<file path="config.mk">
export PLATFORM = sky130hd
export DESIGN_NAME = zip_traditional_decrypt
export DESIGN_NICKNAME = d
export VERILOG_FILES = /design/src/hdl/zcd_pkg.sv /design/src/hdl/zcd_ctrl.sv /design/src/hdl/zcd_dpath.sv /design/src/hdl/zip_traditional_decrypt.sv
export SDC_FILE = /design/constraint.sdc
export NUM_CORES = 1
export LEC_CHECK = 0
export ABC_AREA = 1
export BUFFER_PORTS_ARGS = -buffer_cell sky130_fd_sc_hd__buf_4
export CAP_MARGIN = 20
export CORE_MARGIN = 5
export CORE_UTILIZATION = 55
export CTS_CLUSTER_DIAMETER = 120
export DETAILED_ROUTE_END_ITERATION = 8
export PLACE_DENSITY_LB_ADDON = 0.3
export SLEW_MARGIN = 5
export SYNTH_ARGS = -nofsm -noshare
export SYNTH_HDL_FRONTEND = slang
export SYNTH_SLANG_ARGS = --single-unit
</file>
<file path="constraint.sdc">
create_clock -name clk -period 22.8 [get_ports clk]
set_input_delay 2.28 -clock clk [delete_from_list [all_inputs] [get_ports clk]]
set_output_delay 2.28 -clock clk [all_outputs]
set_load 0.005 [all_outputs]
</file>
<file path="src/hdl/zcd_pkg.sv">
// Shared types, constants and the CRC-32 byte step for the ZipCrypto decryptor.
// No dependencies; every other file in hdl/ imports this package.
`default_nettype none

package zcd_pkg;

    typedef enum logic [1:0] {
        REQ_RESTART  = 2'd0,
        REQ_PASSWORD = 2'd1,
        REQ_DECRYPT  = 2'd2,
        REQ_UNUSED   = 2'd3
    } req_t;

    typedef enum logic {
        ST_IDLE,
        ST_MIX
    } state_t;

    // Controller to datapath commands
    typedef struct packed {
        logic load_init;  // load the fixed initial keys
        logic step1;      // crc_key update and lcg pre-sum
        logic use_plain;  // mix the decrypted byte instead of the raw input byte
        logic step2;      // lcg multiply and stream_key update
        logic out_load;   // move the pending plain byte into the output register
    } dp_cmd_t;

    // Datapath to controller status
    typedef struct packed {
        logic out_busy;   // output register holds a beat that is stalled
    } dp_stat_t;

    localparam logic [31:0] CRC_POLY    = 32'hEDB8_8320;
    localparam logic [31:0] LCG_MULT    = 32'd134775813;
    localparam logic [31:0] INIT_CRC    = 32'h1234_5678;
    localparam logic [31:0] INIT_LCG    = 32'h2345_6789;
    localparam logic [31:0] INIT_STREAM = 32'h3456_7890;

    // One reflected CRC-32 byte step; the bit loop folds into a fixed XOR network.
    function automatic logic [31:0] crc_step(input logic [31:0] crc, input logic [7:0] b);
        logic [31:0] t;
        t = {24'd0, crc[7:0] ^ b};
        for (int i = 0; i < 8; i++)
        begin
            t = t[0] ? ((t >> 1) ^ CRC_POLY) : (t >> 1);
        end
        return {8'd0, crc[31:8]} ^ t;
    endfunction

endpackage

`default_nettype wire

</file>
<file path="src/hdl/zcd_ctrl.sv">
// Controller state machine for the ZipCrypto decryptor.
// Depends on zcd_pkg; drives the datapath in zcd_dpath through dp_cmd_t.
`default_nettype none

module zcd_ctrl
    import zcd_pkg::*;
(
    input  wire logic     clk,
    input  wire logic     rst_n,
    input  wire logic     in_valid,
    output logic          in_stall,
    input  wire logic [1:0] req_type,
    input  wire dp_stat_t stat,
    output dp_cmd_t       cmd
);

    state_t state_reg, state_next;
    logic   dec_reg, dec_next;

    always_ff @(posedge clk or negedge rst_n)
    begin
        if (!rst_n)
        begin
            state_reg <= ST_IDLE;
            dec_reg   <= 1'b0;
        end
        else
        begin
            state_reg <= state_next;
            dec_reg   <= dec_next;
        end
    end

    always_comb
    begin
        state_next = state_reg;
        dec_next   = dec_reg;
        cmd        = '0;
        in_stall   = 1'b1;
        unique case (state_reg)
            ST_IDLE:
            begin
                in_stall = 1'b0;
                if (in_valid)
                begin
                    unique case (req_t'(req_type))
                        REQ_RESTART:
                        begin
                            cmd.load_init = 1'b1;
                        end
                        REQ_PASSWORD:
                        begin
                            cmd.step1  = 1'b1;
                            dec_next   = 1'b0;
                            state_next = ST_MIX;
                        end
                        REQ_DECRYPT:
                        begin
                            cmd.step1     = 1'b1;
                            cmd.use_plain = 1'b1;
                            dec_next      = 1'b1;
                            state_next    = ST_MIX;
                        end
                        default:
                        begin
                            // unused code: drop the beat
                        end
                    endcase
                end
            end
            ST_MIX:
            begin
                // hold while a decrypt result has nowhere to go
                if (!(dec_reg && stat.out_busy))
                begin
                    cmd.step2    = 1'b1;
                    cmd.out_load = dec_reg;
                    state_next   = ST_IDLE;
                end
            end
            default:
            begin
                state_next = ST_IDLE;
            end
        endcase
    end

endmodule

`default_nettype wire

</file>
<file path="src/hdl/zcd_dpath.sv">
// Key registers, keystream multiply, CRC steps and output register.
// Depends on zcd_pkg; commanded by zcd_ctrl.
`default_nettype none

module zcd_dpath
    import zcd_pkg::*;
(
    input  wire logic       clk,
    input  wire logic       rst_n,
    input  wire dp_cmd_t    cmd,
    output dp_stat_t        stat,
    input  wire logic [7:0] data_byte,
    output logic            out_valid,
    input  wire logic       out_stall,
    output logic [7:0]      plain_byte
);

    logic [31:0] crc_key_reg, crc_key_next;
    logic [31:0] lcg_key_reg, lcg_key_next;
    logic [31:0] stream_key_reg, stream_key_next;
    logic [31:0] sum_reg, sum_next;
    logic [7:0]  pend_reg, pend_next;
    logic [7:0]  plain_reg, plain_next;
    logic        out_valid_reg, out_valid_next;

    logic [31:0] ks_t;
    logic [31:0] ks_prod;
    logic [7:0]  plain_now;
    logic [7:0]  mix_byte;
    logic [31:0] crc_upd;
    logic [31:0] lcg_upd;

    // Keystream byte from stream_key, then the crc_key step and the lcg pre-sum
    assign ks_t      = stream_key_reg | 32'd2;
    assign ks_prod   = ks_t * (ks_t ^ 32'd1);
    assign plain_now = data_byte ^ ks_prod[15:8];
    assign mix_byte  = cmd.use_plain ? plain_now : data_byte;
    assign crc_upd   = crc_step(crc_key_reg, mix_byte);

    // Second half: lcg multiply, then the stream_key step on its top byte
    assign lcg_upd   = sum_reg * LCG_MULT + 32'd1;

    always_comb
    begin
        crc_key_next    = crc_key_reg;
        lcg_key_next    = lcg_key_reg;
        stream_key_next = stream_key_reg;
        sum_next        = sum_reg;
        pend_next       = pend_reg;
        plain_next      = plain_reg;
        out_valid_next  = out_valid_reg && out_stall;
        if (cmd.load_init)
        begin
            crc_key_next    = INIT_CRC;
            lcg_key_next    = INIT_LCG;
            stream_key_next = INIT_STREAM;
        end
        if (cmd.step1)
        begin
            crc_key_next = crc_upd;
            sum_next     = lcg_key_reg + {24'd0, crc_upd[7:0]};
            pend_next    = plain_now;
        end
        if (cmd.step2)
        begin
            lcg_key_next    = lcg_upd;
            stream_key_next = crc_step(stream_key_reg, lcg_upd[31:24]);
        end
        if (cmd.out_load)
        begin
            plain_next     = pend_reg;
            out_valid_next = 1'b1;
        end
    end

    always_ff @(posedge clk or negedge rst_n)
    begin
        if (!rst_n)
        begin
            crc_key_reg    <= INIT_CRC;
            lcg_key_reg    <= INIT_LCG;
            stream_key_reg <= INIT_STREAM;
            out_valid_reg  <= 1'b0;
        end
        else
        begin
            crc_key_reg    <= crc_key_next;
            lcg_key_reg    <= lcg_key_next;
            stream_key_reg <= stream_key_next;
            out_valid_reg  <= out_valid_next;
        end
    end

    always_ff @(posedge clk)
    begin
        sum_reg   <= sum_next;
        pend_reg  <= pend_next;
        plain_reg <= plain_next;
    end

    assign stat.out_busy = out_valid_reg && out_stall;
    assign out_valid     = out_valid_reg;
    assign plain_byte    = plain_reg;

endmodule

`default_nettype wire

</file>
<file path="src/hdl/zip_traditional_decrypt.sv">
// Top level of the traditional PKZIP (ZipCrypto) stream decryptor.
// Depends on zcd_pkg, zcd_ctrl and zcd_dpath.
//
//  channel | direction | handshake            | payload
//  --------+-----------+----------------------+---------------------------------
//  in      | to block  | in_valid / in_stall  | req_type[1:0], data_byte[7:0]
//  out     | from block| out_valid / out_stall| plain_byte[7:0]
//
// Sequencing: a password or decrypt beat is split (the accept cycle does the
//   keystream multiply and crc_key step, then state ST_MIX does the lcg multiply and
//   the stream_key step); restart and unused codes finish in the accept cycle.
// The two serial 32-bit multiplies in each key update are the reason for the split.
// Reset: rst_n (async, active low) loads the fixed initial keys and empties
//   the output register.
// Stalls: the output register lets the next beat in while a result waits;
//   a decrypt beat holds in ST_MIX only while that register is stalled.
`default_nettype none

module zip_traditional_decrypt
    import zcd_pkg::*;
(
    input  wire logic       clk,
    input  wire logic       rst_n,
    input  wire logic       in_valid,
    output logic            in_stall,
    input  wire logic [1:0] req_type,
    input  wire logic [7:0] data_byte,
    output logic            out_valid,
    input  wire logic       out_stall,
    output logic [7:0]      plain_byte
);

    dp_cmd_t  cmd;
    dp_stat_t stat;

    // Sequencer: decodes the request and walks the two halves of a key update
    zcd_ctrl u_ctrl (
        .clk      (clk),
        .rst_n    (rst_n),
        .in_valid (in_valid),
        .in_stall (in_stall),
        .req_type (req_type),
        .stat     (stat),
        .cmd      (cmd)
    );

    // Keys, keystream and output register
    zcd_dpath u_dpath (
        .clk        (clk),
        .rst_n      (rst_n),
        .cmd        (cmd),
        .stat       (stat),
        .data_byte  (data_byte),
        .out_valid  (out_valid),
        .out_stall  (out_stall),
        .plain_byte (plain_byte)
    );

`ifndef SYNTHESIS
    // An accepted password or decrypt beat always raises in_stall for its second half
    assert property (@(posedge clk) disable iff (!rst_n)
        (in_valid && !in_stall
            && (req_type == REQ_PASSWORD || req_type == REQ_DECRYPT)) |=> in_stall)
    else $error("second half of key update skipped");

    // The two halves of the update never overlap
    assert property (@(posedge clk) disable iff (!rst_n)
        !(cmd.step1 && cmd.step2))
    else $error("step1 and step2 issued together");

    // A result appears only after a load command from the sequencer
    assert property (@(posedge clk) disable iff (!rst_n)
        $rose(out_valid) |-> $past(cmd.out_load))
    else $error("result beat without a decrypt");

    // A stalled result is never overwritten
    assert property (@(posedge clk) disable iff (!rst_n)
        (out_valid && out_stall) |-> !cmd.out_load)
    else $error("output register overwritten while stalled");
`endif

endmodule

`default_nettype wire

</file>
After elaboration in Yosys (flattened, before gate mapping) --
Cells that the tools add are included.
Storage, ports and cells: register bits after elaboration 147, input bits 14, output and inout bits 10, word-level logic and storage cells 82
Cells by class: $add $sub $neg 2, multiply operators 2, equality and inequality tests 2, multiplexer cells 36, bitwise gates (word level) 23, reductions and logical operators 8
Operator list (count):
- 2-to-1 mux 32 bit | 22
- inverter 13 -> 14 bit | 14
- XOR 24 x 32 -> 32 bit | 2
- adder 32 x 1 -> 32 bit (second input constant) | 1
- adder 32 x 8 -> 32 bit | 1
- multiplier 32 x 28 -> 32 bit (second input constant) | 1
- multiplier 32 x 32 -> 16 bit | 1
- inverter 1 -> 14 bit | 2
- XOR 8 bit | 3
- 2-to-1 mux 8 bit | 1
- 2-to-1 mux 1 bit | 7
- 2-to-1 mux 3 bit | 2
- nonzero test 2 bit | 3
- 2-to-1 mux 2 bit | 2
- case mux 1 bit (2 select lines) | 2
- AND reduction 3 bit | 1
- equality test 2 x 1 -> 1 bit (second input constant) | 1
- equality test 2 bit (second input constant) | 1
- logical AND 1 bit | 2
- logical NOT 2 bit | 1
- inverter 1 bit | 2
- OR reduction 2 bit | 1

Depth between registers and ports, before layout --
depth after elaboration 25, gate-level depth with buffers 48, depth with buffers taken out 46

Modules after synthesis --
From an unflattened synthesis, not the netlist that was laid out.
Unflattened totals: cell total of the unflattened synthesis 2066, area total of the unflattened synthesis 16597.2 µm²
By module, submodules not included:
- zcd_dpath | times used 1, cells an instance 2045, area an instance 16447.0 µm², seq. area each 3918.8 µm²
- zcd_ctrl | times used 1, cells an instance 21, area an instance 150.1 µm², seq. area each 50.0 µm²

Least setup slack after synthesis --
OpenSTA, ideal clock, no wires.
path type register to register, from register u_dpath.stream_key_reg[4], to register u_dpath.sum_reg[31] (data pin), setup time 0.257 ns, arrival time 7.572 ns, data required time 22.543 ns, slack 14.971 ns, cell stages (with the launch flop) 42, buffers on the path 2, clock period less this slack 7.829 ns, cells stage by stage dfstp_2 clkbuf_2 clkbuf_1 nand2_1 inv_1 fa_1 inv_1 fa_1 fa_1 inv_1 fa_1 inv_1 fa_1 fa_1 inv_1 ha_1 nand2_1 a21oi_1 [... 6 more ...] nand2_1 inv_1 nand2_2 nand2_4 xor2_1 xnor2_1 ha_1 nand2_1 o21ai_0 nand3_1 nand2_1 a21o_1 nand2_1 nor3_1 nand3_1 nor4_1 nand2_1 xor2_1
On the way: word-level cells in the longest chain between the ends 16, elaborated cells between the ends (all ways) 22, classes of those cells add/sub: 1; mul: 1; mux: 9; bitwise: 11
Ends and longest elaborated chain:
- start, declared | line zcd_dpath.sv:20 | logic [31:0] stream_key_reg, stream_key_next;
- start signal, assigned | line zcd_dpath.sv:89 | stream_key_reg <= stream_key_next;
- multiplier 32 x 32 -> 16 bit * | line zcd_dpath.sv:35 | assign ks_prod = ks_t * (ks_t ^ 32'd1);
- XOR 8 bit * | line zcd_dpath.sv:36 | assign plain_now = data_byte ^ ks_prod[15:8];
- 2-to-1 mux 8 bit * | line zcd_dpath.sv:37 | assign mix_byte = cmd.use_plain ? plain_now : data_byte;
- XOR 8 bit * | line zcd_pkg.sv:42 | t = {24'd0, crc[7:0] ^ b};
- 2-to-1 mux 32 bit * | line zcd_pkg.sv:45 | t = t[0] ? ((t >> 1) ^ CRC_POLY) : (t >> 1);
- inverter 13 -> 14 bit (no line) / 2-to-1 mux 32 bit (equally long branches)
- 2-to-1 mux 32 bit * (3 in series) | line zcd_pkg.sv:45
- inverter 13 -> 14 bit (no line) / 2-to-1 mux 32 bit (equally long branches)
- 2-to-1 mux 32 bit * (4 in series) | line zcd_pkg.sv:45
- XOR 24 x 32 -> 32 bit * | line zcd_pkg.sv:47 | return {8'd0, crc[31:8]} ^ t;
- adder 32 x 8 -> 32 bit * | line zcd_dpath.sv:61 | sum_next = lcg_key_reg + {24'd0, crc_upd[7:0]};
- end signal, assigned | line zcd_dpath.sv:96 | sum_reg <= sum_next;
- end, declared | line zcd_dpath.sv:21 | logic [31:0] sum_reg, sum_next;
Every way passes the cells marked *; elsewhere a longest branch is shown, timed or not. A chain may end at the register's enable or synchronous reset.

Worst setup path in the final report --
from register u_dpath.stream_key_reg[2], to register u_dpath.sum_reg[31] (data pin)
The elaborated chain is that of the path after synthesis.

==> out/results.ini <==
[layout]
layout_commonest_cell = nand2_1
drive_gt1_share_pct = 10.6
mostFrequentLayoutCells = 451 x nand2_1, 445 x inv_1, 174 x ha_1
fin_util_pct = 59.5
synthToLayoutAreaGrowth_pct = 7.00
fin_area_sq_mm = 0.0176
nets = 2383
num_antenna_cells = 0

[clocking]
clock_latency_ns = 0.45
cts_setup_buffers = 0
clkTransAtPathRegs_ns = 0.07
root_buffer = clkbuf_16
cts.htree.levels = 4
cts_tree = yes
cts_resized = 0
cts_num_sinks = 147
clockBufferDepth = 2
numCtsBuffers = 17
holdBufCountCts = 0

[timing]
setup_violations = 0
slew_headroom_pct = 43.4
min_period_ns = 8.79
tightest_slew_ns = 0.847
fin_skew_ns = 0.0169
timing.fmax_mhz = 114
rsz0062_at_grt = no
slew_viol_final = 0
hold_viol = 0
fin_crit_sh_pct = 38.5
tns_ns = 0
fin_hold_ws_ns = 0.422

[logic_synthesis]
synth_ff_type = dfrtp_1
synth_nets = 2371
yosysTopAreaCellShare_pct = 14.4
synthTopCellsByArea = fa_1 14%, ha_1 13%, nand2_1 10%
syn_inst = 2064
yosysWarningCount = 0
async_flop_share_pct = 67.3
syn_area_sq_mm = 0.0165
synth_edf_count = 48
ys_seq_area_share_pct = 24.1
synth_area_leader_cell = fa_1
ys_ff_latch = 147
avgSynthCellArea_sq_um = 7.99
yosysUniqueCellTypes = 66

[setup_path]
cpPeakStageDelay_ns = 0.84
crit_fanout = 21
worstSetupEndpointType = flip-flop
r2r_start = u_dpath.stream_key_reg[2]
critPathMostFrequentCell = nand2_1
reg2reg_depth = 40
slowest_stage = dfrtp_1
startpoint = u_dpath.stream_key_reg[2]
setup.worst_path.start_class = flip-flop
required_ns = 22.99
cp_data_arrival_time_ns = 8.98
path_class = flip-flop to flip-flop

[route]
route.met3.wl_mm = 2.23
initialDrtViolationCount = 1107
dr.pass1.iters = 6
wire_per_inst_um = 16.7
drt-met1-wl_mm = 18.6
drc = 0
ant_nets = 0
vias = 13314
wl_met2_mm = 19.4
top_layer = met4
via_per_inst = 5.37
drt-total-wl_mm = 41.3

[global_routing]
antenna_found_initial = 0
gr-usage-all-layers_pct = 25.6
grt_pass1_vias = 13556
grt_pass1_wl_mm = 69.0
grt.overflow.total = 0
grt_max_degree = 61

[min_path]
hold_depth = 0
hold_start = u_dpath.pend_reg[5]
hold_path_class = flip-flop to flip-flop

[placement]
gp_congestion = 0.961
port_buffers = 23
place_area_sq_mm = 0.0170
hpwl_mm = 33.3

[status]
status = finished, final reports clean

[floorplanning]
die-height_um = 183
coreArea_sq_mm = 0.0296
std_cell_rows = 63
ioPinCount = 24
die-width_um = 183
start_util_pct = 55.6
dieArea_sq_mm = 0.0335

[job]
cap_violations = 0

## path summary, 6_finish.rpt
check | to | slack, ns
worst max register to register | u_dpath.sum_reg[31] | 14.01
min in group asynchronous | u_dpath.crc_key_reg[23] | 1.80
worst min-delay path | u_dpath.plain_byte[5] | 0.42
worst max-delay path | u_dpath.sum_reg[31] | 14.01
worst min register to register | u_dpath.plain_byte[5] | 0.42
max in group asynchronous | u_dpath.stream_key_reg[5] | 19.75
## critical path: cells and delay by family, from the launching register on
family	cells	cell delay (ns)
AO/OA/AOI/OAI	4	0.69
XOR/XNOR	3	0.47
adder cells (fa/ha/maj)	8	3.57
buffers and inverters	6	0.49
flip-flops	1	0.84
AND/OR/NAND/NOR	19	2.48
## layout make-up
| class | instances | area, sq um |
|---|---|---|
| fill | 2708 | 12000 |
| multi-input combinational | 1418 | 10600 |
| sequential | 147 | 3970 |
| inverter | 462 | 1740 |
| tap | 390 | 488 |
| clock buffer | 19 | 475 |
| timing repair buffer | 30 | 223 |
| clock inverter | 13 | 149 |
## cells by family after synthesis
group,synth area share [%]
AND/OR/NAND/NOR,21.3
buffers and inverters,11.7
adder cells (fa/ha/maj),27.7
AO/OA/AOI/OAI,7.73
flip-flops,24.1
XOR/XNOR,7.54
other,0.0227
## through the flow
stage | cells | setup WS [ns]
after global placement | 2446 | 14.26
after detailed placement | 2446 | 14.04
final | 2479 | 14.01
after CTS | 2478 | 14.00
after global routing | 2479 | 13.43
after floorplan | 2064 | 14.97
## Yosys cell counts (all sizes together), types with 14 or more instances
master	instances
o21ai	89
a21oi	62
xor2	81
dfstp	40
nor3	19
buf	18
nor2	78
clkbuf	19
xnor2	37
or2	14
nand3	158
edfxtp	48
inv	461
fa	119
o22ai	35
ha	174
dfrtp	59
nand2	498
## metal layers
metal / up-vias / GRT usage (%)
met5: - / 0
met1: 6380 / 35.8
met4: 0 / 7.18
li1: 6480 / -
met3: 72 / 3.45
met2: 382 / 42.0
Power is not shown: default switching activity piles up to over one toggle a cycle in this logic, so the estimate is an artifact.
